==> config.mk <==
export PLATFORM = sky130hd
export DESIGN_NAME = yep_front
export DESIGN_NICKNAME = d
export VERILOG_FILES = /design/src/rtl/yep_pkg.sv /design/src/rtl/yep_front.sv
export SDC_FILE = /design/constraint.sdc
export NUM_CORES = 1
export LEC_CHECK = 0
export BUFFER_PORTS_ARGS = -buffer_cell sky130_fd_sc_hd__buf_2
export CAP_MARGIN = 25
export CORE_MARGIN = 5
export CORE_UTILIZATION = 40
export DETAILED_ROUTE_END_ITERATION = 8
export PLACE_DENSITY = 0.65
export SLEW_MARGIN = 20
export SYNTH_ARGS = -nofsm -noshare
export SYNTH_HDL_FRONTEND = slang
export SYNTH_SLANG_ARGS = --single-unit
==> constraint.sdc <==
create_clock -name clk -period 16.9 [get_ports clk]
set_input_delay 2.535 -clock clk [delete_from_list [all_inputs] [get_ports clk]]
set_output_delay 2.535 -clock clk [all_outputs]
set_load 0.01 [all_outputs]
==> src/rtl/yep_pkg.sv <==
`default_nettype none
// ----------------------------------------------------------------------------
// yep_pkg
// Shared types and constants of the YUV edge padding expander.
// ----------------------------------------------------------------------------
package yep_pkg;

  localparam int COORD_LIMIT = 4096;
  localparam int PAD_BITS    = 6;
  localparam int QDEPTH      = 4;
  localparam int QAW         = 2;

  localparam logic CMD_BYTE = 1'b0;
  localparam logic CMD_FILL = 1'b1;

  localparam logic [2:0] REG_CHROMA_FORMAT  = 3'd0;
  localparam logic [2:0] REG_LUMA_WIDTH     = 3'd1;
  localparam logic [2:0] REG_LUMA_HEIGHT    = 3'd2;
  localparam logic [2:0] REG_LUMA_PAD_W     = 3'd3;
  localparam logic [2:0] REG_LUMA_PAD_H     = 3'd4;
  localparam logic [2:0] REG_CHROMA_PAD_W   = 3'd5;
  localparam logic [2:0] REG_CHROMA_PAD_H   = 3'd6;

  localparam logic [2:0] FMT_LUMA_ONLY = 3'd0;
  localparam logic [2:0] FMT_420       = 3'd1;
  localparam logic [2:0] FMT_422       = 3'd2;
  localparam logic [2:0] FMT_411       = 3'd4;

  localparam logic [1:0] PLANE_Y = 2'd0;
  localparam logic [1:0] PLANE_U = 2'd1;
  localparam logic [1:0] PLANE_V = 2'd2;

  typedef struct packed {
    logic [2:0]  chroma_format;
    logic [12:0] luma_width;
    logic [12:0] luma_height;
    logic [12:0] luma_padded_width;
    logic [12:0] luma_padded_height;
    logic [12:0] chroma_padded_width;
    logic [12:0] chroma_padded_height;
  } cfg_t;

  typedef struct packed {
    logic [12:0] w;
    logic [12:0] h;
    logic [12:0] len;
    logic [12:0] ph;
  } geo_t;

  // One request for the back end: a run of results starting at col.
  typedef struct packed {
    logic                is_fill;
    logic [9:0]          value;
    logic [1:0]          plane;
    logic [11:0]         row;
    logic [11:0]         col;
    logic [PAD_BITS-1:0] count_m1;
    logic                plane_done;
    logic                frame_done;
  } job_t;

endpackage

`default_nettype wire

==> src/rtl/yep_front.sv <==
`default_nettype none
// ----------------------------------------------------------------------------
// yep_front
// Configuration registers, plane geometry and position counters. Turns each
// accepted request into one job for the back end, or drops it.
// ----------------------------------------------------------------------------
module yep_front #(
  parameter int MAX_WIDTH     = 4096,
  parameter int MAX_RIGHT_PAD = 63
) (
  input  wire              clk,
  input  wire              rst,
  input  wire              cfg_wr_en,
  input  wire [2:0]        cfg_index,
  input  wire [12:0]       cfg_data,
  input  wire              in_valid,
  output logic             in_ready,
  input  wire              in_cmd,
  input  wire [7:0]        in_sample,
  output logic             push_valid,
  output yep_pkg::job_t    push_job,
  input  wire              push_ready
);

  localparam int WCAP = (MAX_WIDTH < yep_pkg::COORD_LIMIT) ? MAX_WIDTH : yep_pkg::COORD_LIMIT;
  localparam logic [12:0] WCAP_W  = 13'(WCAP);
  localparam logic [12:0] HCAP_W  = 13'(yep_pkg::COORD_LIMIT);
  localparam logic [12:0] PAD_W   = 13'(MAX_RIGHT_PAD);

  yep_pkg::cfg_t cfg;
  logic [11:0]   col_count;
  logic [11:0]   row_count;
  logic [1:0]    plane_index;
  logic          fill_phase;

  logic [11:0]   col_count_next;
  logic [11:0]   row_count_next;
  logic [1:0]    plane_index_next;
  logic          fill_phase_next;

  yep_pkg::geo_t geo;
  logic          accept;
  logic [12:0]   h_m1;
  logic [12:0]   w_m1;
  logic [12:0]   len_m1;
  logic [12:0]   ph_m1;
  logic [11:0]   r;
  logic [11:0]   c;
  logic          row_end;
  logic          col_end;
  logic          finish;
  logic [12:0]   pad_run;

  function automatic yep_pkg::geo_t plane_geo(input logic chroma, input yep_pkg::cfg_t g);
    yep_pkg::geo_t res;
    logic [12:0]   aw;
    logic [12:0]   ah;
    logic [12:0]   pw;
    logic [12:0]   pht;
    logic [12:0]   pad;
    if (!chroma) begin
      aw  = g.luma_width;
      ah  = g.luma_height;
      pw  = g.luma_padded_width;
      pht = g.luma_padded_height;
    end else begin
      case (g.chroma_format)
        yep_pkg::FMT_411: begin
          aw = g.luma_width >> 2;
          ah = g.luma_height;
        end
        yep_pkg::FMT_420: begin
          aw = g.luma_width >> 1;
          ah = g.luma_height >> 1;
        end
        yep_pkg::FMT_422: begin
          aw = g.luma_width >> 1;
          ah = g.luma_height;
        end
        default: begin
          aw = g.luma_width;
          ah = g.luma_height;
        end
      endcase
      pw  = g.chroma_padded_width;
      pht = g.chroma_padded_height;
    end
    if (aw == 13'd0) aw = 13'd1;
    else if (aw > WCAP_W) aw = WCAP_W;
    if (ah == 13'd0) ah = 13'd1;
    else if (ah > HCAP_W) ah = HCAP_W;
    if (pw < aw) pw = aw;
    pad = pw - aw;
    if (pad > PAD_W) pad = PAD_W;
    pw = aw + pad;
    if (pw > WCAP_W) pw = WCAP_W;
    if (pht < ah) pht = ah;
    if (pht > HCAP_W) pht = HCAP_W;
    res.w   = aw;
    res.h   = ah;
    res.len = pw;
    res.ph  = pht;
    return res;
  endfunction

  always_ff @(posedge clk) begin
    if (rst) begin
      cfg.chroma_format        <= yep_pkg::FMT_420;
      cfg.luma_width           <= 13'd720;
      cfg.luma_height          <= 13'd576;
      cfg.luma_padded_width    <= 13'd720;
      cfg.luma_padded_height   <= 13'd576;
      cfg.chroma_padded_width  <= 13'd360;
      cfg.chroma_padded_height <= 13'd288;
    end else if (cfg_wr_en) begin
      unique case (cfg_index)
        yep_pkg::REG_CHROMA_FORMAT: cfg.chroma_format        <= cfg_data[2:0];
        yep_pkg::REG_LUMA_WIDTH:    cfg.luma_width           <= cfg_data;
        yep_pkg::REG_LUMA_HEIGHT:   cfg.luma_height          <= cfg_data;
        yep_pkg::REG_LUMA_PAD_W:    cfg.luma_padded_width    <= cfg_data;
        yep_pkg::REG_LUMA_PAD_H:    cfg.luma_padded_height   <= cfg_data;
        yep_pkg::REG_CHROMA_PAD_W:  cfg.chroma_padded_width  <= cfg_data;
        yep_pkg::REG_CHROMA_PAD_H:  cfg.chroma_padded_height <= cfg_data;
        default: ;
      endcase
    end
  end

  assign geo      = plane_geo(plane_index != yep_pkg::PLANE_Y, cfg);
  assign in_ready = push_ready;
  assign accept   = in_valid && in_ready;
  assign h_m1     = geo.h - 13'd1;
  assign w_m1     = geo.w - 13'd1;
  assign len_m1   = geo.len - 13'd1;
  assign ph_m1    = geo.ph - 13'd1;
  assign pad_run  = geo.len - geo.w;

  always_comb begin
    col_count_next   = col_count;
    row_count_next   = row_count;
    plane_index_next = plane_index;
    fill_phase_next  = fill_phase;
    push_valid       = 1'b0;
    finish           = 1'b0;
    r                = row_count;
    c                = col_count;
    row_end          = 1'b0;
    col_end          = 1'b0;
    push_job.is_fill    = in_cmd;
    push_job.value      = {in_sample, 2'b00};
    push_job.plane      = plane_index;
    push_job.row        = 12'd0;
    push_job.col        = 12'd0;
    push_job.count_m1   = '0;
    push_job.plane_done = 1'b0;
    push_job.frame_done = 1'b0;

    if (in_cmd == yep_pkg::CMD_BYTE) begin
      r = ({1'b0, row_count} < h_m1) ? row_count : h_m1[11:0];
      c = ({1'b0, col_count} < w_m1) ? col_count : w_m1[11:0];
      col_end = !(({1'b0, c} + 13'd1) < geo.w);
      row_end = !(({1'b0, r} + 13'd1) < geo.h);
      if (!fill_phase) begin
        push_valid = accept;
        if (!col_end) begin
          col_count_next = c + 12'd1;
        end else begin
          push_job.count_m1 = pad_run[yep_pkg::PAD_BITS-1:0];
          col_count_next    = 12'd0;
          if (!row_end) begin
            row_count_next = r + 12'd1;
          end else if (geo.ph > geo.h) begin
            fill_phase_next = 1'b1;
            row_count_next  = geo.h[11:0];
          end else begin
            finish = 1'b1;
          end
        end
      end
    end else begin
      r = ({1'b0, row_count} < ph_m1) ? row_count : ph_m1[11:0];
      c = ({1'b0, col_count} < len_m1) ? col_count : len_m1[11:0];
      col_end = !(({1'b0, c} + 13'd1) < geo.len);
      row_end = !(({1'b0, r} + 13'd1) < geo.ph);
      if (fill_phase) begin
        push_valid = accept;
        if (!col_end) begin
          col_count_next = c + 12'd1;
        end else if (!row_end) begin
          row_count_next = r + 12'd1;
          col_count_next = 12'd0;
        end else begin
          finish = 1'b1;
        end
      end
    end

    push_job.row = r;
    push_job.col = c;

    if (finish) begin
      push_job.plane_done = 1'b1;
      col_count_next      = 12'd0;
      row_count_next      = 12'd0;
      fill_phase_next     = 1'b0;
      if (plane_index == yep_pkg::PLANE_Y && cfg.chroma_format != yep_pkg::FMT_LUMA_ONLY) begin
        plane_index_next = yep_pkg::PLANE_U;
      end else if (plane_index == yep_pkg::PLANE_U) begin
        plane_index_next = yep_pkg::PLANE_V;
      end else begin
        push_job.frame_done = 1'b1;
        plane_index_next    = yep_pkg::PLANE_Y;
      end
    end
  end

  always_ff @(posedge clk) begin
    if (rst) begin
      col_count   <= 12'd0;
      row_count   <= 12'd0;
      plane_index <= yep_pkg::PLANE_Y;
      fill_phase  <= 1'b0;
    end else if (push_valid) begin
      col_count   <= col_count_next;
      row_count   <= row_count_next;
      plane_index <= plane_index_next;
      fill_phase  <= fill_phase_next;
    end
  end

endmodule

`default_nettype wire

# Word level (Yosys, flattened, before mapping)
# Cells that the tools add are included.
# Widths: inputs -> output; s select.
word_totals:
  reg_bits: 108
  in_bits: 30
  out_inout_bits: 47
classes:
  n_addsub: 15
  muxes: 62
  magnitude_cmp: 16
  reduce_logical: 21
  eq_ne: 17
ops:
  columns: ["operator", "n"]
  rows:
  - ["$mux 12", 22]
  - ["$mux 13", 14]
  - ["$lt 13x13->1", 6]
  - ["$add 12x1->13 const B", 4]
  - ["$gt 13x13->1 const B", 4]
  - ["$lt 12x13->1", 4]
  - ["$sub 13x1->13 const B", 4]
  - ["$add 12x1->12 const B", 4]
  - ["$logic_not 13->1", 2]
  - ["$pmux 13 s2", 1]
  - ["$mux 1", 19]
  - ["$mux 6", 3]
  - ["$reduce_and 2->1", 9]
  - ["$add 13x13->13", 1]
  - ["$gt 13x13->1", 1]
  - ["$gt 13x6->1 const B", 1]
  - ["$sub 13x13->13", 1]
  - ["$eq 3x3->1 const B", 4]
  - ["$eq 3x2->1 const B", 3]
  - ["$reduce_and 7->1", 1]
  - ["$eq 3x1->1 const B", 2]
  - ["$mux 2", 3]
  - ["$ne 3x1->1 const B", 2]
  - ["$ne 3x3->1 const B", 2]
  - ["13 further kinds", 14]

# Longest topological paths before layout
depth:
  ltp_word: 25
  depth_mapped: 79
  mapped_depth_nobuf: 73

# Worst setup path after synthesis
# Ideal clock, no wire load.
synth_path:
  path_type: "reg2out"
  startpoint: "register plane_index[0]"
  endpoint: "output port push_job[1] (netlist name)"
  t_arrival_ps: 14540
  setup_slack_ps: -175
  stages_incl_launch_ff: 75
  path_cell_list: "dfxtp_1 buf_4 nor2_1 buf_2 buf_1 clkbuf_1 mux2_2 ha_1 a21oi_1 nor2b_1 o21ai_0 nand2b_1 a21oi_1 nor2b_1 o21ai_0 nand2b_1 a221oi_2 buf_2 [... 39 more ...] buf_4 buf_2 a21oi_1 ha_1 nand3_1 o21ai_0 or3b_1 a21boi_0 ha_1 a21o_1 a21o_1 a2111oi_0 and3_1 inv_1 o2111a_1 nor2_1 inv_2 buf_4"
synth_rtl:
  columns: ["item", "line", "text"]
  rows:
  - ["from (decl)", "yep_front.sv:33", "logic [1:0] plane_index;"]
  - ["from (signal assigned)", "yep_front.sv:221", "plane_index <= yep_pkg::PLANE_Y;"]
  - ["from (signal assigned)", "yep_front.sv:226", "plane_index <= plane_index_next;"]
  - ["to (decl)", "yep_front.sv:21", "output yep_pkg::job_t push_job,"]

==> flow_results.xml <==
<?xml version="1.0" encoding="UTF-8"?>
<metrics>
  <group name="outcome">
    <metric name="status" unit="">finished, final reports clean</metric>
  </group>
  <group name="clocking">
    <metric name="clk_latency" unit="ns">0.37</metric>
    <metric name="cts_buffer_depth" unit="">2</metric>
    <metric name="cts_inserted_buffers" unit="">9</metric>
    <metric name="cts_h_tree_depth" unit="">3</metric>
    <metric name="path_clk_slew" unit="ns">0.09</metric>
    <metric name="ctsRootBufferMaster" unit="">clkbuf_16</metric>
    <metric name="tritoncts" unit="">done</metric>
    <metric name="post_cts_hold_buffer_count" unit="">0</metric>
    <metric name="cts.sinks" unit="">108</metric>
  </group>
  <group name="grt">
    <metric name="grt_pass1_vias" unit="">14600</metric>
    <metric name="overall_overflow_remaining_after_global_route" unit="">0</metric>
    <metric name="number_of_antenna_violations_at_the_first_check_in_global_routing" unit="">0</metric>
    <metric name="wire_length_of_the_first_global_routing_pass" unit="µm">82500</metric>
    <metric name="grt_max_degree" unit="">97</metric>
    <metric name="grt_use_total" unit="%">24.6</metric>
  </group>
  <group name="drt">
    <metric name="final_routed_wirelength" unit="µm">52500</metric>
    <metric name="drt_first_pass_iters" unit="">6</metric>
    <metric name="vias_per_cell" unit="">6.14</metric>
    <metric name="count_of_vias_placed_by_the_detailed_router" unit="">15500</metric>
    <metric name="routedWlPerCell" unit="µm">20.8</metric>
    <metric name="detail-route-antenna-nets" unit="">0</metric>
    <metric name="drtIter0Drc" unit="">1303</metric>
    <metric name="drcViolationCount" unit="">0</metric>
  </group>
  <group name="floorplan">
    <metric name="fp.coreArea" unit="mm²">0.0367</metric>
    <metric name="die-width" unit="µm">203</metric>
    <metric name="rows" unit="">70</metric>
    <metric name="die_height" unit="µm">203</metric>
    <metric name="ios" unit="">77</metric>
    <metric name="initial_utilization" unit="%">40.6</metric>
    <metric name="overall_die_area" unit="mm²">0.0412</metric>
  </group>
  <group name="place">
    <metric name="gp_congestion" unit="">0.964</metric>
    <metric name="place.detailed.hpwl" unit="µm">41700</metric>
    <metric name="portBuffers" unit="">58</metric>
    <metric name="placedInstanceArea" unit="mm²">0.0156</metric>
    <metric name="dpl.cell_count" unit="">2501</metric>
  </group>
  <group name="finish">
    <metric name="postLayoutCellArea" unit="mm²">0.0161</metric>
    <metric name="mostFrequentLayoutCells" unit="">nand2_1, ha_1, a21oi_1</metric>
    <metric name="fin_cells" unit="">2522</metric>
    <metric name="syn2layout_area_growth" unit="%">8.41</metric>
    <metric name="fin_nets" unit="">2249</metric>
    <metric name="commonest_non_fill_non_tap_cell_in_the_layout" unit="">nand2_1</metric>
    <metric name="antenna-diode-count" unit="">0</metric>
    <metric name="utilization" unit="%">44.0</metric>
    <metric name="proportion_of_layout_cells_with_a_drive_suffix_above_1" unit="%">14.0</metric>
  </group>
  <group name="sta">
    <metric name="finClkSkew" unit="ns">0.0160</metric>
    <metric name="highest_clock_rate" unit="MHz">62.3</metric>
    <metric name="timing.final.setup_violations" unit="">0</metric>
    <metric name="max_slew_margin" unit="%">29.3</metric>
    <metric name="worstMarginPinSlew" unit="ns">1.06</metric>
    <metric name="finalHoldViolCount" unit="">0</metric>
    <metric name="final_max_slew_viol_count" unit="">0</metric>
    <metric name="finalCritPeriodShare" unit="%">94.9</metric>
    <metric name="min_period" unit="ns">16.04</metric>
  </group>
  <group name="yosys">
    <metric name="synth.area.top_cells" unit="">dfxtp_1, ha_1, nand2_1</metric>
    <metric name="fraction_of_registers_with_async_set_or_reset_after_synthesis" unit="%">0</metric>
    <metric name="ys_dominant_reg_cell" unit="">dfxtp_1</metric>
    <metric name="yosys_register_bits" unit="">108</metric>
    <metric name="yosys.area.top_type" unit="">dfxtp_1</metric>
    <metric name="number_of_enable_flip_flop_cells_after_synthesis" unit="">0</metric>
    <metric name="synth-seq-area-share" unit="%">14.5</metric>
    <metric name="syn-mean-instance-area" unit="µm²">7.35</metric>
    <metric name="synthesis.instances" unit="">2025</metric>
    <metric name="yosys_warnings" unit="">0</metric>
    <metric name="synth_top_area_share" unit="%">14.5</metric>
    <metric name="mappedNetlistArea" unit="mm²">0.0149</metric>
    <metric name="synth.lib_cells_used.distinct" unit="">118</metric>
  </group>
  <group name="setup_path">
    <metric name="cp_data_arrival_time" unit="ns">13.50</metric>
    <metric name="critPathSlowestCell" unit="">dfxtp_4</metric>
    <metric name="setup.worst_path.start_class" unit="">register</metric>
    <metric name="cp_data_required_time" unit="ns">14.37</metric>
    <metric name="reg2regPathDepth" unit="">66</metric>
    <metric name="ff2ff_setup_slack" unit="ns">2.78</metric>
    <metric name="setup.worst_path.end_class" unit="">output port</metric>
    <metric name="slowest_delay" unit="ns">0.45</metric>
    <metric name="critPathMaxFanout" unit="">20</metric>
    <metric name="worst_path_most_repeated_cell" unit="">nand2b_1</metric>
    <metric name="timing.setup.critical_path_class" unit="">register to output port</metric>
  </group>
  <group name="pwr">
    <metric name="power_density" unit="mW/mm²">58.4</metric>
    <metric name="p_leak" unit="nW">7.15</metric>
    <metric name="irDropWorstVdd" unit="V">0.0000555</metric>
  </group>
  <group name="flow_run">
    <metric name="maxCapViolations" unit="">0</metric>
  </group>
  <group name="worst_hold_path">
    <metric name="holdPathStages" unit="">2</metric>
    <metric name="hold_path_class" unit="">register to register</metric>
  </group>
</metrics>
-- metal layers --
metal	wire, µm	global-route usage [%]	part of all wire, %
met5	0	0	0
met4	1850	8.27	3.5
met3	3380	2.75	6.4
met2	25300	42.6	48
met1	22000	31.8	42
-- worst paths after layout --
check	startpoint	to
max	cfg[78]$_SDFFE_PP1P_	push_job[1]
min	cfg[27]$_SDFFE_PP0P_	cfg[27]$_SDFFE_PP0P_
max reg2reg	cfg[78]$_SDFFE_PP1P_	row_count[10]$_SDFFE_PP0P_
min reg2reg	cfg[27]$_SDFFE_PP0P_	cfg[27]$_SDFFE_PP0P_
-- what timing repair did --
item	in CTS	in global routing
buffers inserted	1	4
endpoints found under the hold margin	0	0
pin swaps	1	8
setup endpoints to repair	2	2
resized for setup	15	33
-- area by class of cell --
cell class / count / area [µm²]
clock inverter: 6 / 62.6
sequential: 108 / 2170
multi-input combinational: 1693 / 11900
tap: 468 / 586
timing repair buffer: 113 / 701
inverter: 124 / 467
clock buffer: 10 / 229
fill: 3714 / 20600
-- Yosys cell counts, types with 8 or more instances --
master    number
nor3_1        47
mux2i_1       35
nor2_1       127
nand3_1       59
o211ai_1      30
xnor2_1       70
clkbuf_1      49
ha_1         167
a211o_1       10
nand4_1       33
a21o_1        51
a211oi_1      28
inv_2          9
mux2_2        46
and4_1         9
buf_2         22
nand2b_1      24
o21a_1        12
xor2_1        28
nand3b_1      19
a21oi_1      166
nand2_1      301
buf_4         23
and2_1        17
o21ai_0       95
o21bai_1       9
a22oi_1        9
o21ai_1       13
nor2b_1       21
dfxtp_1      108
a22o_1         9
a221o_1        8
a31oi_1       15
or3_1         12
and3_1        25
inv_1        114
-- cell families (layout without fill, tap and decap cells) --
kind of cell | Yosys count | count (layout) | share of synthesized area, %
AO/OA/AOI/OAI | 578 | 578 | 27.1
XOR/XNOR | 100 | 100 | 5.99
adder cells (fa/ha/maj) | 170 | 170 | 14.4
buffers and inverters | 231 | 253 | 6.91
flip-flops | 108 | 108 | 14.5
multiplexers | 82 | 82 | 5.94
other | 1 | 8 | 0.0252
AND/OR/NAND/NOR | 755 | 755 | 25.0
-- power breakdown --
group          switching, mW  total (mW)  leakage (nW)  internal (mW)
logic                  0.280       0.452          6.13          0.172
clock network          0.119       0.224         0.143          0.105
registers            0.00673       0.266         0.876          0.259
total                  0.405       0.942          7.15          0.537
-- per-stage QoR --
| step | setup slack, ns | TNS [ns] | power [mW] | hold slack (ns) |
|---|---|---|---|---|
| finish | 0.861 | 0 | 0.942 | 0.455 |
| global route | -0.0184 | -0.0259 | 0.998 | 0.478 |
| CTS | 0.0353 | 0 | 0.923 | 0.458 |
| detailed placement | -0.0265 | -0.0373 | 0.699 | 0.448 |
| global placement | 0.228 | 0 | 0.694 | 0.440 |
| floorplan | 0.125 | 0 | 0.589 | 0.431 |
-- worst max-delay path, delay by kind of cell (launching register included) --
family                     cells  cell delay [ns]
muxes                          4             1.28
and+or+nand+nor               18             2.47
DFF                            1             0.45
adders and majority gates      6             1.67
xor gates and xnor gates       3             0.69
AOI/OAI and AO/OA             28             5.53
buffers and inverters          7             1.00
-- state kept, by name, summed over array words and instances, names as in the netlist --
signal       cells
cfg             81
col_count       12
row_count       12
plane_index      2
fill_phase       1
(Power assumes the default switching activity.)
