<file path="src/rtl/yep_pkg.sv">
`default_nettype none
// ----------------------------------------------------------------------------
// yep_pkg
// Shared types and constants of the YUV edge padding expander.
// ----------------------------------------------------------------------------
package yep_pkg;

  localparam int COORD_LIMIT = 4096;
  localparam int PAD_BITS    = 6;
  localparam int QDEPTH      = 4;
  localparam int QAW         = 2;

  localparam logic CMD_BYTE = 1'b0;
  localparam logic CMD_FILL = 1'b1;

  localparam logic [2:0] REG_CHROMA_FORMAT  = 3'd0;
  localparam logic [2:0] REG_LUMA_WIDTH     = 3'd1;
  localparam logic [2:0] REG_LUMA_HEIGHT    = 3'd2;
  localparam logic [2:0] REG_LUMA_PAD_W     = 3'd3;
  localparam logic [2:0] REG_LUMA_PAD_H     = 3'd4;
  localparam logic [2:0] REG_CHROMA_PAD_W   = 3'd5;
  localparam logic [2:0] REG_CHROMA_PAD_H   = 3'd6;

  localparam logic [2:0] FMT_LUMA_ONLY = 3'd0;
  localparam logic [2:0] FMT_420       = 3'd1;
  localparam logic [2:0] FMT_422       = 3'd2;
  localparam logic [2:0] FMT_411       = 3'd4;

  localparam logic [1:0] PLANE_Y = 2'd0;
  localparam logic [1:0] PLANE_U = 2'd1;
  localparam logic [1:0] PLANE_V = 2'd2;

  typedef struct packed {
    logic [2:0]  chroma_format;
    logic [12:0] luma_width;
    logic [12:0] luma_height;
    logic [12:0] luma_padded_width;
    logic [12:0] luma_padded_height;
    logic [12:0] chroma_padded_width;
    logic [12:0] chroma_padded_height;
  } cfg_t;

  typedef struct packed {
    logic [12:0] w;
    logic [12:0] h;
    logic [12:0] len;
    logic [12:0] ph;
  } geo_t;

  // One request for the back end: a run of results starting at col.
  typedef struct packed {
    logic                is_fill;
    logic [9:0]          value;
    logic [1:0]          plane;
    logic [11:0]         row;
    logic [11:0]         col;
    logic [PAD_BITS-1:0] count_m1;
    logic                plane_done;
    logic                frame_done;
  } job_t;

endpackage

`default_nettype wire

</file>
<file path="src/rtl/yep_queue.sv">
`default_nettype none
// ----------------------------------------------------------------------------
// yep_queue
// Short first-in first-out queue of jobs between the front and back ends.
// ----------------------------------------------------------------------------
module yep_queue (
  input  wire              clk,
  input  wire              rst,
  input  wire              push_valid,
  input  yep_pkg::job_t    push_job,
  output logic             push_ready,
  output logic             head_valid,
  output yep_pkg::job_t    head_job,
  input  wire              pop
);

  yep_pkg::job_t               slots [yep_pkg::QDEPTH];
  logic [yep_pkg::QAW-1:0]     wr_ptr;
  logic [yep_pkg::QAW-1:0]     rd_ptr;
  logic [yep_pkg::QAW:0]       count;
  logic                        do_push;
  logic                        do_pop;

  assign push_ready = count != (yep_pkg::QAW + 1)'(yep_pkg::QDEPTH);
  assign head_valid = count != '0;
  assign head_job   = slots[rd_ptr];
  assign do_push    = push_valid && push_ready;
  assign do_pop     = pop && head_valid;

  always_ff @(posedge clk) begin
    if (do_push) begin
      slots[wr_ptr] <= push_job;
    end
  end

  always_ff @(posedge clk) begin
    if (rst) begin
      wr_ptr <= '0;
      rd_ptr <= '0;
      count  <= '0;
    end else begin
      if (do_push) wr_ptr <= wr_ptr + 1'b1;
      if (do_pop) rd_ptr <= rd_ptr + 1'b1;
      if (do_push && !do_pop) count <= count + 1'b1;
      else if (do_pop && !do_push) count <= count - 1'b1;
    end
  end

endmodule

`default_nettype wire

</file>
<file path="config.mk">
export PLATFORM = sky130hd
export DESIGN_NAME = yep_queue
export DESIGN_NICKNAME = d
export VERILOG_FILES = /design/src/rtl/yep_pkg.sv /design/src/rtl/yep_queue.sv
export SDC_FILE = /design/constraint.sdc
export NUM_CORES = 1
export LEC_CHECK = 0
export ABC_AREA = 1
export BUFFER_PORTS_ARGS = -buffer_cell sky130_fd_sc_hd__buf_2
export CAP_MARGIN = 20
export CORE_MARGIN = 4
export CORE_UTILIZATION = 35
export CTS_BUF_LIST = sky130_fd_sc_hd__clkbuf_16
export CTS_CLUSTER_DIAMETER = 30
export DETAILED_ROUTE_END_ITERATION = 8
export SYNTH_ARGS = -nofsm -noshare
export SYNTH_HDL_FRONTEND = slang
export SYNTH_SLANG_ARGS = --single-unit
</file>
<file path="constraint.sdc">
create_clock -name clk -period 6 [get_ports clk]
set_input_delay 0.9 -clock clk [delete_from_list [all_inputs] [get_ports clk]]
set_output_delay 0.9 -clock clk [all_outputs]
set_load 0.02 [all_outputs]
</file>
* Word-level counts from Yosys, hierarchy flattened
Memory sizes are Yosys's and may differ from the RTL's. A register that Yosys moved wholly into a read port is not among the register bits.
Index checks and enable logic that the tools add are counted.
Widths: inputs -> output; s select.
** Cells by class
- Divide/modulo/power cells :: 0
- Magnitude comparators :: 0
- Equal/unequal tests :: 1
- Bitwise gates (word level) :: 0
- Shift-type cells :: 0
- Muxes and demuxes :: 6
- Add/subtract/negate cells :: 4
- Multipliers :: 0
- Reduce and logical (&&, ||, !) cells :: 8
** Operators with widths (count)
- $mux 3 :: 2
- $add 2x1->2 const B :: 2
- $logic_and 1x1->1 :: 4
- $mux 2 :: 2
- $add 3x1->3 const B :: 1
- $ne 3x3->1 const B :: 1
- $reduce_bool 3->1 :: 1
- $sub 3x1->3 const B :: 1
- $logic_not 1->1 :: 2
- $mux 1 :: 2
- $reduce_bool 2->1 :: 1
** Word-level totals
- Memory bits (read-only) :: 0
- Bits in latches :: 0
- Output and inout port bits :: 47
- Memories :: 1
- Bits in registers :: 7
- Logic and storage cells :: 23
- RAM bits :: 180
- Input bits :: 49
** Memories
- slots :: words 4, width 45, rd ports 1, clocked after Yosys merged registers in 1, wr ports 1, line yep_queue.sv:17 : yep_pkg::job_t slots [yep_pkg::QDEPTH];

* Logic depth before layout (Yosys ltp)
Gate-level depths: netlist of run 1.
- Depth after elaboration :: 6
- Depth in mapped cells :: 13
- Mapped depth without buffers :: 13

* Least setup slack after synthesis of run 1
No wires, ideal clock.
- Path kind :: in2reg
- From :: in push_valid
- To :: mem slots[0][0] in the netlist's numbering, enable pin
- Setup time :: 448 ps
- Stages on the path :: 2
- Arrival time :: 2880 ps
- Buffers on the path :: 0
- Slack :: 2672 ps
- Data required time :: 5552 ps
- Cell sequence :: nand2_2 nor2_1
** Between the ends
- Word-level cells in the longest chain between the ends :: 3
** RTL lines
- start, declared :: line yep_queue.sv:9 : input wire push_valid,
- $logic_and 1x1->1 :: line yep_queue.sv:27 : assign do_push = push_valid && push_ready;
- $mux 1 :: line yep_queue.sv:31 : if (do_push) begin
- $mux 1 (not written as such) :: line yep_queue.sv:32 : slots[wr_ptr] <= push_job;
- end, declared :: line yep_queue.sv:17
No other way between the ends.

==> results.toml, run 1 <==
[status]
outcome = "completed"

[floorplanning]
die_y_um = 153
design.portCount = 96
rows = 52
fp.dieW_um = 153
initial_core_util = 0.360
core_area_um2 = 20400
die_area_um2 = 23400

[clock_tree]
postCtsSetupBuffers = 0
clk_transition_reported_paths_ps = 60
clockBufferDepth = 2
numCtsBuffers = 17
cts_tree = "done"
post_cts_resized = 0
worstSkewPairLatency_ps = 420
hold_buffers = 0
clock-sinks = 189
cts_root_buf = "clkbuf_16"
cts.htree.levels = 4

[synthesis]
yosys.area.top_type = "edfxtp_1"
synth-seq-cells = 189
syn_area_um2 = 7340
synth_warnings = 0
synth_nets = 558
avgSynthCellArea_um2 = 14.6
syn_inst = 503
synth_commonest_cells = "edfxtp_1, nor2_1, o21ai_0, o21ai_1, o22ai_1"
synthTopCellsByArea = "edfxtp_1, nor2_1, o21ai_0"
post-synth-top-count-cell = "edfxtp_1"
yosysUniqueCellTypes = 25
yosysSeqAreaShare = 0.760
netlist.area_leader.share = 0.736
synth_edf_count = 180
synth-main-ff-cell = "edfxtp_1"
synthArstFlopShare = 0

[place]
post-dp-hpwl_mm = 9.27
dpl_cell_area_um2 = 7990
io_buffers = 95
dpl_worst_slack_ps = 2850
gp_congestion = 0.709

[timing]
tightest_slew_ps = 965
timing.final.crit_share = 0.583
finalSetupViolCount = 0
fin_setup_tns_ps = 0
fin_hold_ws_ps = 518
grt_setup_unrepaired = "no"
maxSlewViolCount = 0
final.min_clock_period_ps = 3500
relSlewSlack = 0.357
hold_viol = 0
fmax_mhz = 286
finalWorstSetupSlack_ps = 2500
finClkSkew_ps = 4.14

[power]
ir_drop_mv = 0.240
powerDensity_nw_per_um2 = 430
power.leakage_nw = 2.96

[grt]
busiest_layer = "met2"
gr-total-overflow = 0
grt_pass1_vias = 4531
use_met3 = 0.0365
use_met2 = 0.232
antenna_found_initial = 1
grt_usage = 0.137
grt_use_met1 = 0.171
grt_pass1_wl_mm = 24.8
grt_max_degree = 92

[finish]
syn2layout_area_growth_pct = 15.7
num_antenna_cells = 0
fillCellCount = 1932
final_nets = 648
final_cell_area_um2 = 8500
fin_util = 0.416
drive_gt1_frac = 0.281

[drt]
drc = 0
vias_per_cell = 4.98
wl_mm = 15.8
drt_iter0_drc = 273
ant_nets = 0
dr_total_vias = 4363
drt_pre_antenna_iters = 4
detail_route.wl_per_cell_um = 18.1

[critical_path]
crit_chain = "clkinv_4 -> o21ai_1 -> o22ai_1 -> buf_2"
cp.arrival_ps = 2600
path_class = "reg -> out"
end_kind = "output port"
critPathSlowestCell = "dfxtp_2"
path_max_fanout = 46
critPathLaunchType = "flop"
reg2reg_slack_ps = 3790
worstPathRequired_ps = 5100
slowest_delay_ps = 960

[job]
drv_cap = 0

[worst_hold_path]
hold_class = "reg -> reg"
through the flow:
stage                     power (mW)  cells
final                           3.65    876
after floorplan                 2.42    503
after CTS                       3.71    876
after detailed placement        2.73    844
after global routing            3.85    876
after global placement          2.69    844
cells in the final DEF, fill, tap and decap left out, drive strengths merged:
cell type  instances
dfxtp              9
o22ai             45
nor2             104
buf               99
nand3b             1
clkinv             9
nand3              4
clkbuf            17
clkinvlp           2
inv               20
edfxtp           180
nand2             15
a21oi              3
ha                 5
xor2               1
o21ai             91
fa                 1
logic make-up (layout without fill, tap and decap cells):
group | count (synthesis) | count (layout) | share of synthesized area
buf+inv | 44 | 147 | 0.0414
flops | 189 | 189 | 0.760
simple gates | 124 | 124 | 0.0697
xor+xnor | 1 | 1 | 0.00119
compound gates | 139 | 139 | 0.116
fa+ha+maj | 6 | 6 | 0.0112
area by class of cell:
type	instances	area [um2]	share of cell area
clock buffer	17	425	0.0500
sequential	189	5590	0.658
multi-input combinational	270	1490	0.175
tap	270	338	0.0397
timing repair buffer	99	505	0.0595
inverter	16	72.6	0.00854
clock inverter	15	83.8	0.00986
per-layer routing:
metal / wire [um] / part of all wire / vias up
met5: 13 / 0.00082 / -
met4: 203 / 0.013 / 2
met3: 664 / 0.042 / 19
met2: 8030 / 0.51 / 106
met1: 6930 / 0.44 / 2187
li1: - / - / 2049
flip-flops by register name, summed over array words and instances (netlist names), named ones only:
register  count
slots       180
rd_ptr        2
count         3
wr_ptr        2
critical path, delay by kind of cell (launching register included):
kind,cells,cell delay [ps]
AOI/OAI and AO/OA,2,370
buffers and inverters,2,830
DFF,1,960
path summary, 6_finish.rpt:
path	cells past startpoint	end	start
worst min-delay path	2	flop	rd_ptr[0]$_SDFFE_PP0P_
worst min register to register	2	flop	rd_ptr[0]$_SDFFE_PP0P_
worst max register to register	5	slots[1][36]$_DFFE_PP_	count[0]$_SDFFE_PP0P_
worst max-delay path	4	head_job[29]	flop
power by group:
group / switching (mW) / internal (mW) / total (mW)
Combinational: 0.655 / 0.294 / 0.949
Clock: 0.460 / 0.520 / 0.980
Sequential: 0.119 / 1.61 / 1.72
Note: power is estimated with default switching activity, not from simulation.
==> run 2, diff against run 1 <==
--- a/config.mk
+++ b/config.mk
@@ -5,7 +5,7 @@
 export SDC_FILE = /design/constraint.sdc
 export NUM_CORES = 1
 export LEC_CHECK = 0
-export ABC_AREA = 1
+export ABC_AREA = 0
 export BUFFER_PORTS_ARGS = -buffer_cell sky130_fd_sc_hd__buf_2
 export CAP_MARGIN = 20
 export CORE_MARGIN = 4
==> constraint.sdc (replaced) <==
create_clock -name clk -period 2.9 [get_ports clk]
set_input_delay 0.435 -clock clk [delete_from_list [all_inputs] [get_ports clk]]
set_output_delay 0.435 -clock clk [all_outputs]
set_load 0.02 [all_outputs]
==> results.toml, run 2 <==
[floorplanning]
die_area_um2 = 22400
design.portCount = 96
core_area_um2 = 19600
fp.dieW_um = 150
initial_core_util = 0.358
die_y_um = 150
rows = 51

[synthesis]
synth-seq-cells = 189
yosysSeqAreaShare = 0.796
synthTopCellsByArea = "edfxtp_1, mux4_2, dfxtp_1"
synth_nets = 338
synth_fa_ha_area_frac = 0.0118
avgSynthCellArea_um2 = 24.8
synth_xor_xnor_area_share = 0.00499
synthArstFlopShare = 0
syn_inst = 283
yosys.area.top_type = "edfxtp_1"
yosysUniqueCellTypes = 25
synth_top_family_by_area = "multiplexers"
synth_warnings = 0
synth_simple_gate_area_frac = 0.0119
netlist.area_leader.share = 0.770
synth-main-ff-cell = "edfxtp_1"
post-synth-top-count-cell = "edfxtp_1"
synthMuxAreaShare = 0.152
synth_compound_area_frac = 0.00535
synth_commonest_cells = "edfxtp_1, mux4_2, dfxtp_1, nor2_1"
syn_area_um2 = 7020
synth_edf_count = 180

[timing]
grt_setup_unrepaired = "no"
timing.final.crit_share = 0.861
tightest_slew_ps = 375
fmax_mhz = 401
finalSetupViolCount = 0
final.min_clock_period_ps = 2500
hold_viol = 0
maxSlewViolCount = 0
relSlewSlack = 0.747
finClkSkew_ps = 8.01
fin_setup_tns_ps = 0
fin_hold_ws_ps = 219

[critical_path]
r2r_end = "count[2]$_SDFFE_PP0P_"
reg2reg_slack_ps = 610
worstPathRequired_ps = 2470
crit_end = "head_job[40]"
end_kind = "output port"
r2r_cells = 8
r2r_start = "count[0]$_SDFFE_PP0P_"
critPathLaunchType = "flop"
path_class = "reg -> out"
path_max_fanout = 13
cp.arrival_ps = 2060

[place]
gp_congestion = 0.704
post-dp-hpwl_mm = 7.64
io_buffers = 95
placedCellCount = 640

[clock_tree]
clockBufferDepth = 2
postCtsSetupBuffers = 0
post_cts_resized = 0
cts.htree.levels = 4
worstSkewPairLatency_ps = 420
cts_tree = "done"
hold_buffers = 0
cts_root_buf = "clkbuf_16"
clk_transition_reported_paths_ps = 70
clock-sinks = 189
numCtsBuffers = 17

[drt]
drc = 0
wl_mm = 12.8
vias_per_cell = 4.73
drt_iter0_drc = 193
drt_pre_antenna_iters = 5
detail_route.wl_per_cell_um = 19.0
dr_total_vias = 3180
ant_nets = 0

[finish]
multi_input_area_um2 = 1310
final_nets = 449
reg.largest.list = "slots (180), count (3)"
layout_common_cells = "edfxtp_1, buf_2, mux4_2, clkbuf_16, nor2_1"
largest_register_ffs = 180
regArea_um2 = 5590
drive_gt1_frac = 0.450
syn2layout_area_growth_pct = 20.8
mostFrequentLayoutCell = "edfxtp_1"
fillCellCount = 1692
largest_register = "slots"
num_antenna_cells = 0
fin_cells = 672

[grt]
grt_max_degree = 46
grt_pass1_vias = 3531
gr-total-overflow = 0
antenna_found_initial = 2
grt_usage = 0.120
grt_pass1_wl_mm = 19.8

[power]
powerDensity_nw_per_um2 = 917
power.leakage_nw = 2.85
ir_drop_mv = 0.402

[status]
outcome = "completed"

[job]
drv_cap = 0

[worst_hold_path]
hold_class = "in -> reg"
-- run 2: cell count changes in the layout (fill, tap and decap cells not counted), sizes merged, moves of 10 or more --
cell   delta
inv      -10
mux4     +45
nand2    -14
nor2     -96
o21ai    -90
o22ai    -45
-- run 2: metrics by stage --
step / util / setup WS, ps / instance area (um2) / power [mW]
finish: 0.433 / 404 / 8480 / 7.78
global route: 0.433 / 251 / 8480 / 8.16
CTS: 0.433 / 321 / 8480 / 7.92
detailed placement: 0.401 / 659 / 7850 / 5.50
global placement: 0.401 / 766 / 7850 / 5.46
floorplan: - / 609 / 7020 / 4.91
-- run 2: where the power goes --
part	total, mW	internal [mW]	switching, mW
clock network	2.40	1.32	1.08
registers	3.44	3.32	0.129
logic	1.93	0.840	1.09
-- run 2: worst min path at each step --
stage,to,depth (start not counted),startpoint,slack [ps]
after CTS,slots[0][42]$_DFFE_PP_,1,push_job[42],190
after global placement,wr_ptr[1]$_SDFFE_PP0P_,2,wr_ptr[1]$_SDFFE_PP0P_,510
after floorplan,wr_ptr[1]$_SDFFE_PP0P_,2,wr_ptr[1]$_SDFFE_PP0P_,480
after global routing,slots[2][29]$_DFFE_PP_,1,push_job[29],200
final,slots[0][42]$_DFFE_PP_,1,push_job[42],220
after detailed placement,wr_ptr[1]$_SDFFE_PP0P_,2,wr_ptr[1]$_SDFFE_PP0P_,520
-- run 2: final cells by class --
cell class              instances  area share
repair buffers                103      0.0720
inverters                       3     0.00133
multi-input cells              80       0.154
clock inverters                15      0.0238
flip-flops and latches        189       0.659
clock buffers                  17      0.0502
well taps                     265      0.0391
-- run 2: layer usage --
layer,vias to the layer above,GRT usage,part of all wire
met4,4,0.0398,0.012
li1,1418,-,-
met2,76,0.207,0.52
met1,1667,0.143,0.41
met3,15,0.0406,0.058
met5,-,0,0.0017
-- run 2: critical path, stage by stage (launching register included) --
cell     delay (ps)
dfxtp_4         510
buf_4           330
mux4_1          610
buf_2           180
-- run 2: cells by family (layout without fill, tap and decap cells) --
| kind of cell | after synthesis | in the layout |
|---|---|---|
| flip-flops | 189 | 189 |
| multiplexers | 48 | 48 |
| AND/OR/NAND/NOR | 17 | 17 |
| buffers and inverters | 14 | 138 |
| adder cells (fa/ha/maj) | 6 | 6 |
| AO/OA/AOI/OAI | 5 | 5 |
| XOR/XNOR | 4 | 4 |
==> run 3, diff against run 2 <==
--- a/config.mk
+++ b/config.mk
@@ -11,8 +11,8 @@
 export CORE_MARGIN = 4
 export CORE_UTILIZATION = 35
 export CTS_BUF_LIST = sky130_fd_sc_hd__clkbuf_16
-export CTS_CLUSTER_DIAMETER = 30
 export DETAILED_ROUTE_END_ITERATION = 8
+export MAX_ROUTING_LAYER = met4
 export SYNTH_ARGS = -nofsm -noshare
 export SYNTH_HDL_FRONTEND = slang
 export SYNTH_SLANG_ARGS = --single-unit
==> results.toml, run 3 (synthesized netlist as in run 2, its figures left out) <==
[status]
outcome = "completed"

[clock_tree]
clockBufferDepth = 2
clock-sinks = 189
clk_transition_reported_paths_ps = 70
numCtsBuffers = 17
post_cts_resized = 0
cts_root_buf = "clkbuf_16"
postCtsSetupBuffers = 0
worstSkewPairLatency_ps = 420
hold_buffers = 0
cts.htree.levels = 4
cts_tree = "done"

[finish]
layout_common_cells = "edfxtp_1, buf_2, mux4_2, clkbuf_16, nor2_1"
regArea_um2 = 5590
reg.largest.list = "slots (180), count (3)"
fillCellCount = 1691
multi_input_area_um2 = 1310
mostFrequentLayoutCell = "edfxtp_1"
drive_gt1_frac = 0.450
largest_register_ffs = 180
largest_register = "slots"
final_cell_area_um2 = 8480
syn2layout_area_growth_pct = 20.9
final_nets = 449

[floorplanning]
die_area_um2 = 22400
die_y_um = 150
design.portCount = 96
initial_core_util = 0.358
core_area_um2 = 19600
fp.dieW_um = 150
rows = 51

[grt]
antenna_found_initial = 2
grt_max_degree = 46
gr-total-overflow = 0
use_met3 = 0.0382
busiest_layer = "met2"
grt_pass1_vias = 3532
grt_pass1_wl_mm = 19.8
grt_usage = 0.124
use_met2 = 0.207
grt_use_met1 = 0.144

[power]
ir_drop_mv = 0.401
power_mw = 7.78
power.leakage_nw = 2.85
powerDensity_nw_per_um2 = 917

[critical_path]
slowest_delay_ps = 610
path_max_fanout = 13
r2r_start = "count[0]$_SDFFE_PP0P_"
end_kind = "output port"
worstPathRequired_ps = 2470
path_class = "reg -> out"
critPathSlowestCell = "mux4_1"
critPathLaunchType = "flop"
cp.arrival_ps = 2060
crit_chain = "buf_4 -> mux4_1 -> buf_2"

[timing]
maxSlewViolCount = 0
finalSetupViolCount = 0
grt_setup_unrepaired = "no"
tightest_slew_ps = 375
final.min_clock_period_ps = 2490
hold_viol = 0
fin_setup_tns_ps = 0
finClkSkew_ps = 8.12
relSlewSlack = 0.747
fin_hold_ws_ps = 220
finalWorstSetupSlack_ps = 405
timing.final.crit_share = 0.860
fmax_mhz = 401

[drt]
detail_route.wl_per_cell_um = 19.0
drc = 0
dr_total_vias = 3195
wl_mm = 12.8
drt_pre_antenna_iters = 4
ant_nets = 0
vias_per_cell = 4.74
drt_iter0_drc = 182

[job]
drv_cap = 0

[worst_hold_path]
worstHoldStart = "push_job[42]"
hold_class = "in -> reg"

[place]
io_buffers = 95
gp_congestion = 0.712
dpl_cell_area_um2 = 7850
dpl_worst_slack_ps = 659
post-dp-hpwl_mm = 7.64
==> run 3: cell types whose count changed in the layout (fill, tap and decap cells not counted), sizes merged <==
cell | previous run | this run
diode | 0 | 2
==> run 3: critical path: cells and delay by family (launching register included) <==
| kind | cells | cell delay [ps] |
|---|---|---|
| mux | 1 | 610 |
| flops | 1 | 510 |
| buf+inv | 2 | 510 |
==> run 3: through the flow <==
| stage | std cells | utilization |
|---|---|---|
| 2_1_floorplan | 283 | - |
| 3_3_place_gp | 640 | 0.401 |
| 3_5_place_dp | 640 | 0.401 |
| 4_1_cts | 672 | 0.433 |
| 5_1_grt | 674 | 0.433 |
| 6_report | 674 | 0.433 |
==> run 3: power by group <==
part	switching, mW	internal, mW
sequential	0.130	3.32
combinational	1.09	0.840
clock	1.08	1.32
total	2.30	5.48
==> run 3: final timing paths <==
path	end	slack, ps	depth (start not counted)
max	head_job[40]	410	3
min	slots[0][42]$_DFFE_PP_	220	1
max reg2reg	count[2]$_SDFFE_PP0P_	620	8
min reg2reg	wr_ptr[1]$_SDFFE_PP0P_	530	2
==> run 3: layout make-up <==
type / count / share of cell area
tap: 265 / 0.0391
multi-input combinational: 80 / 0.154
antenna: 2 / 0.000590
inverter: 3 / 0.00133
clock buffer: 17 / 0.0501
timing repair buffer: 103 / 0.0720
clock inverter: 15 / 0.0237
sequential: 189 / 0.659
==> run 3: routing by layer <==
layer / vias up / share of wire
met3: 11 / 0.056
met4: 0 / 0.011
met1: 1693 / 0.41
met2: 68 / 0.52
met5: - / 0
li1: 1423 / -
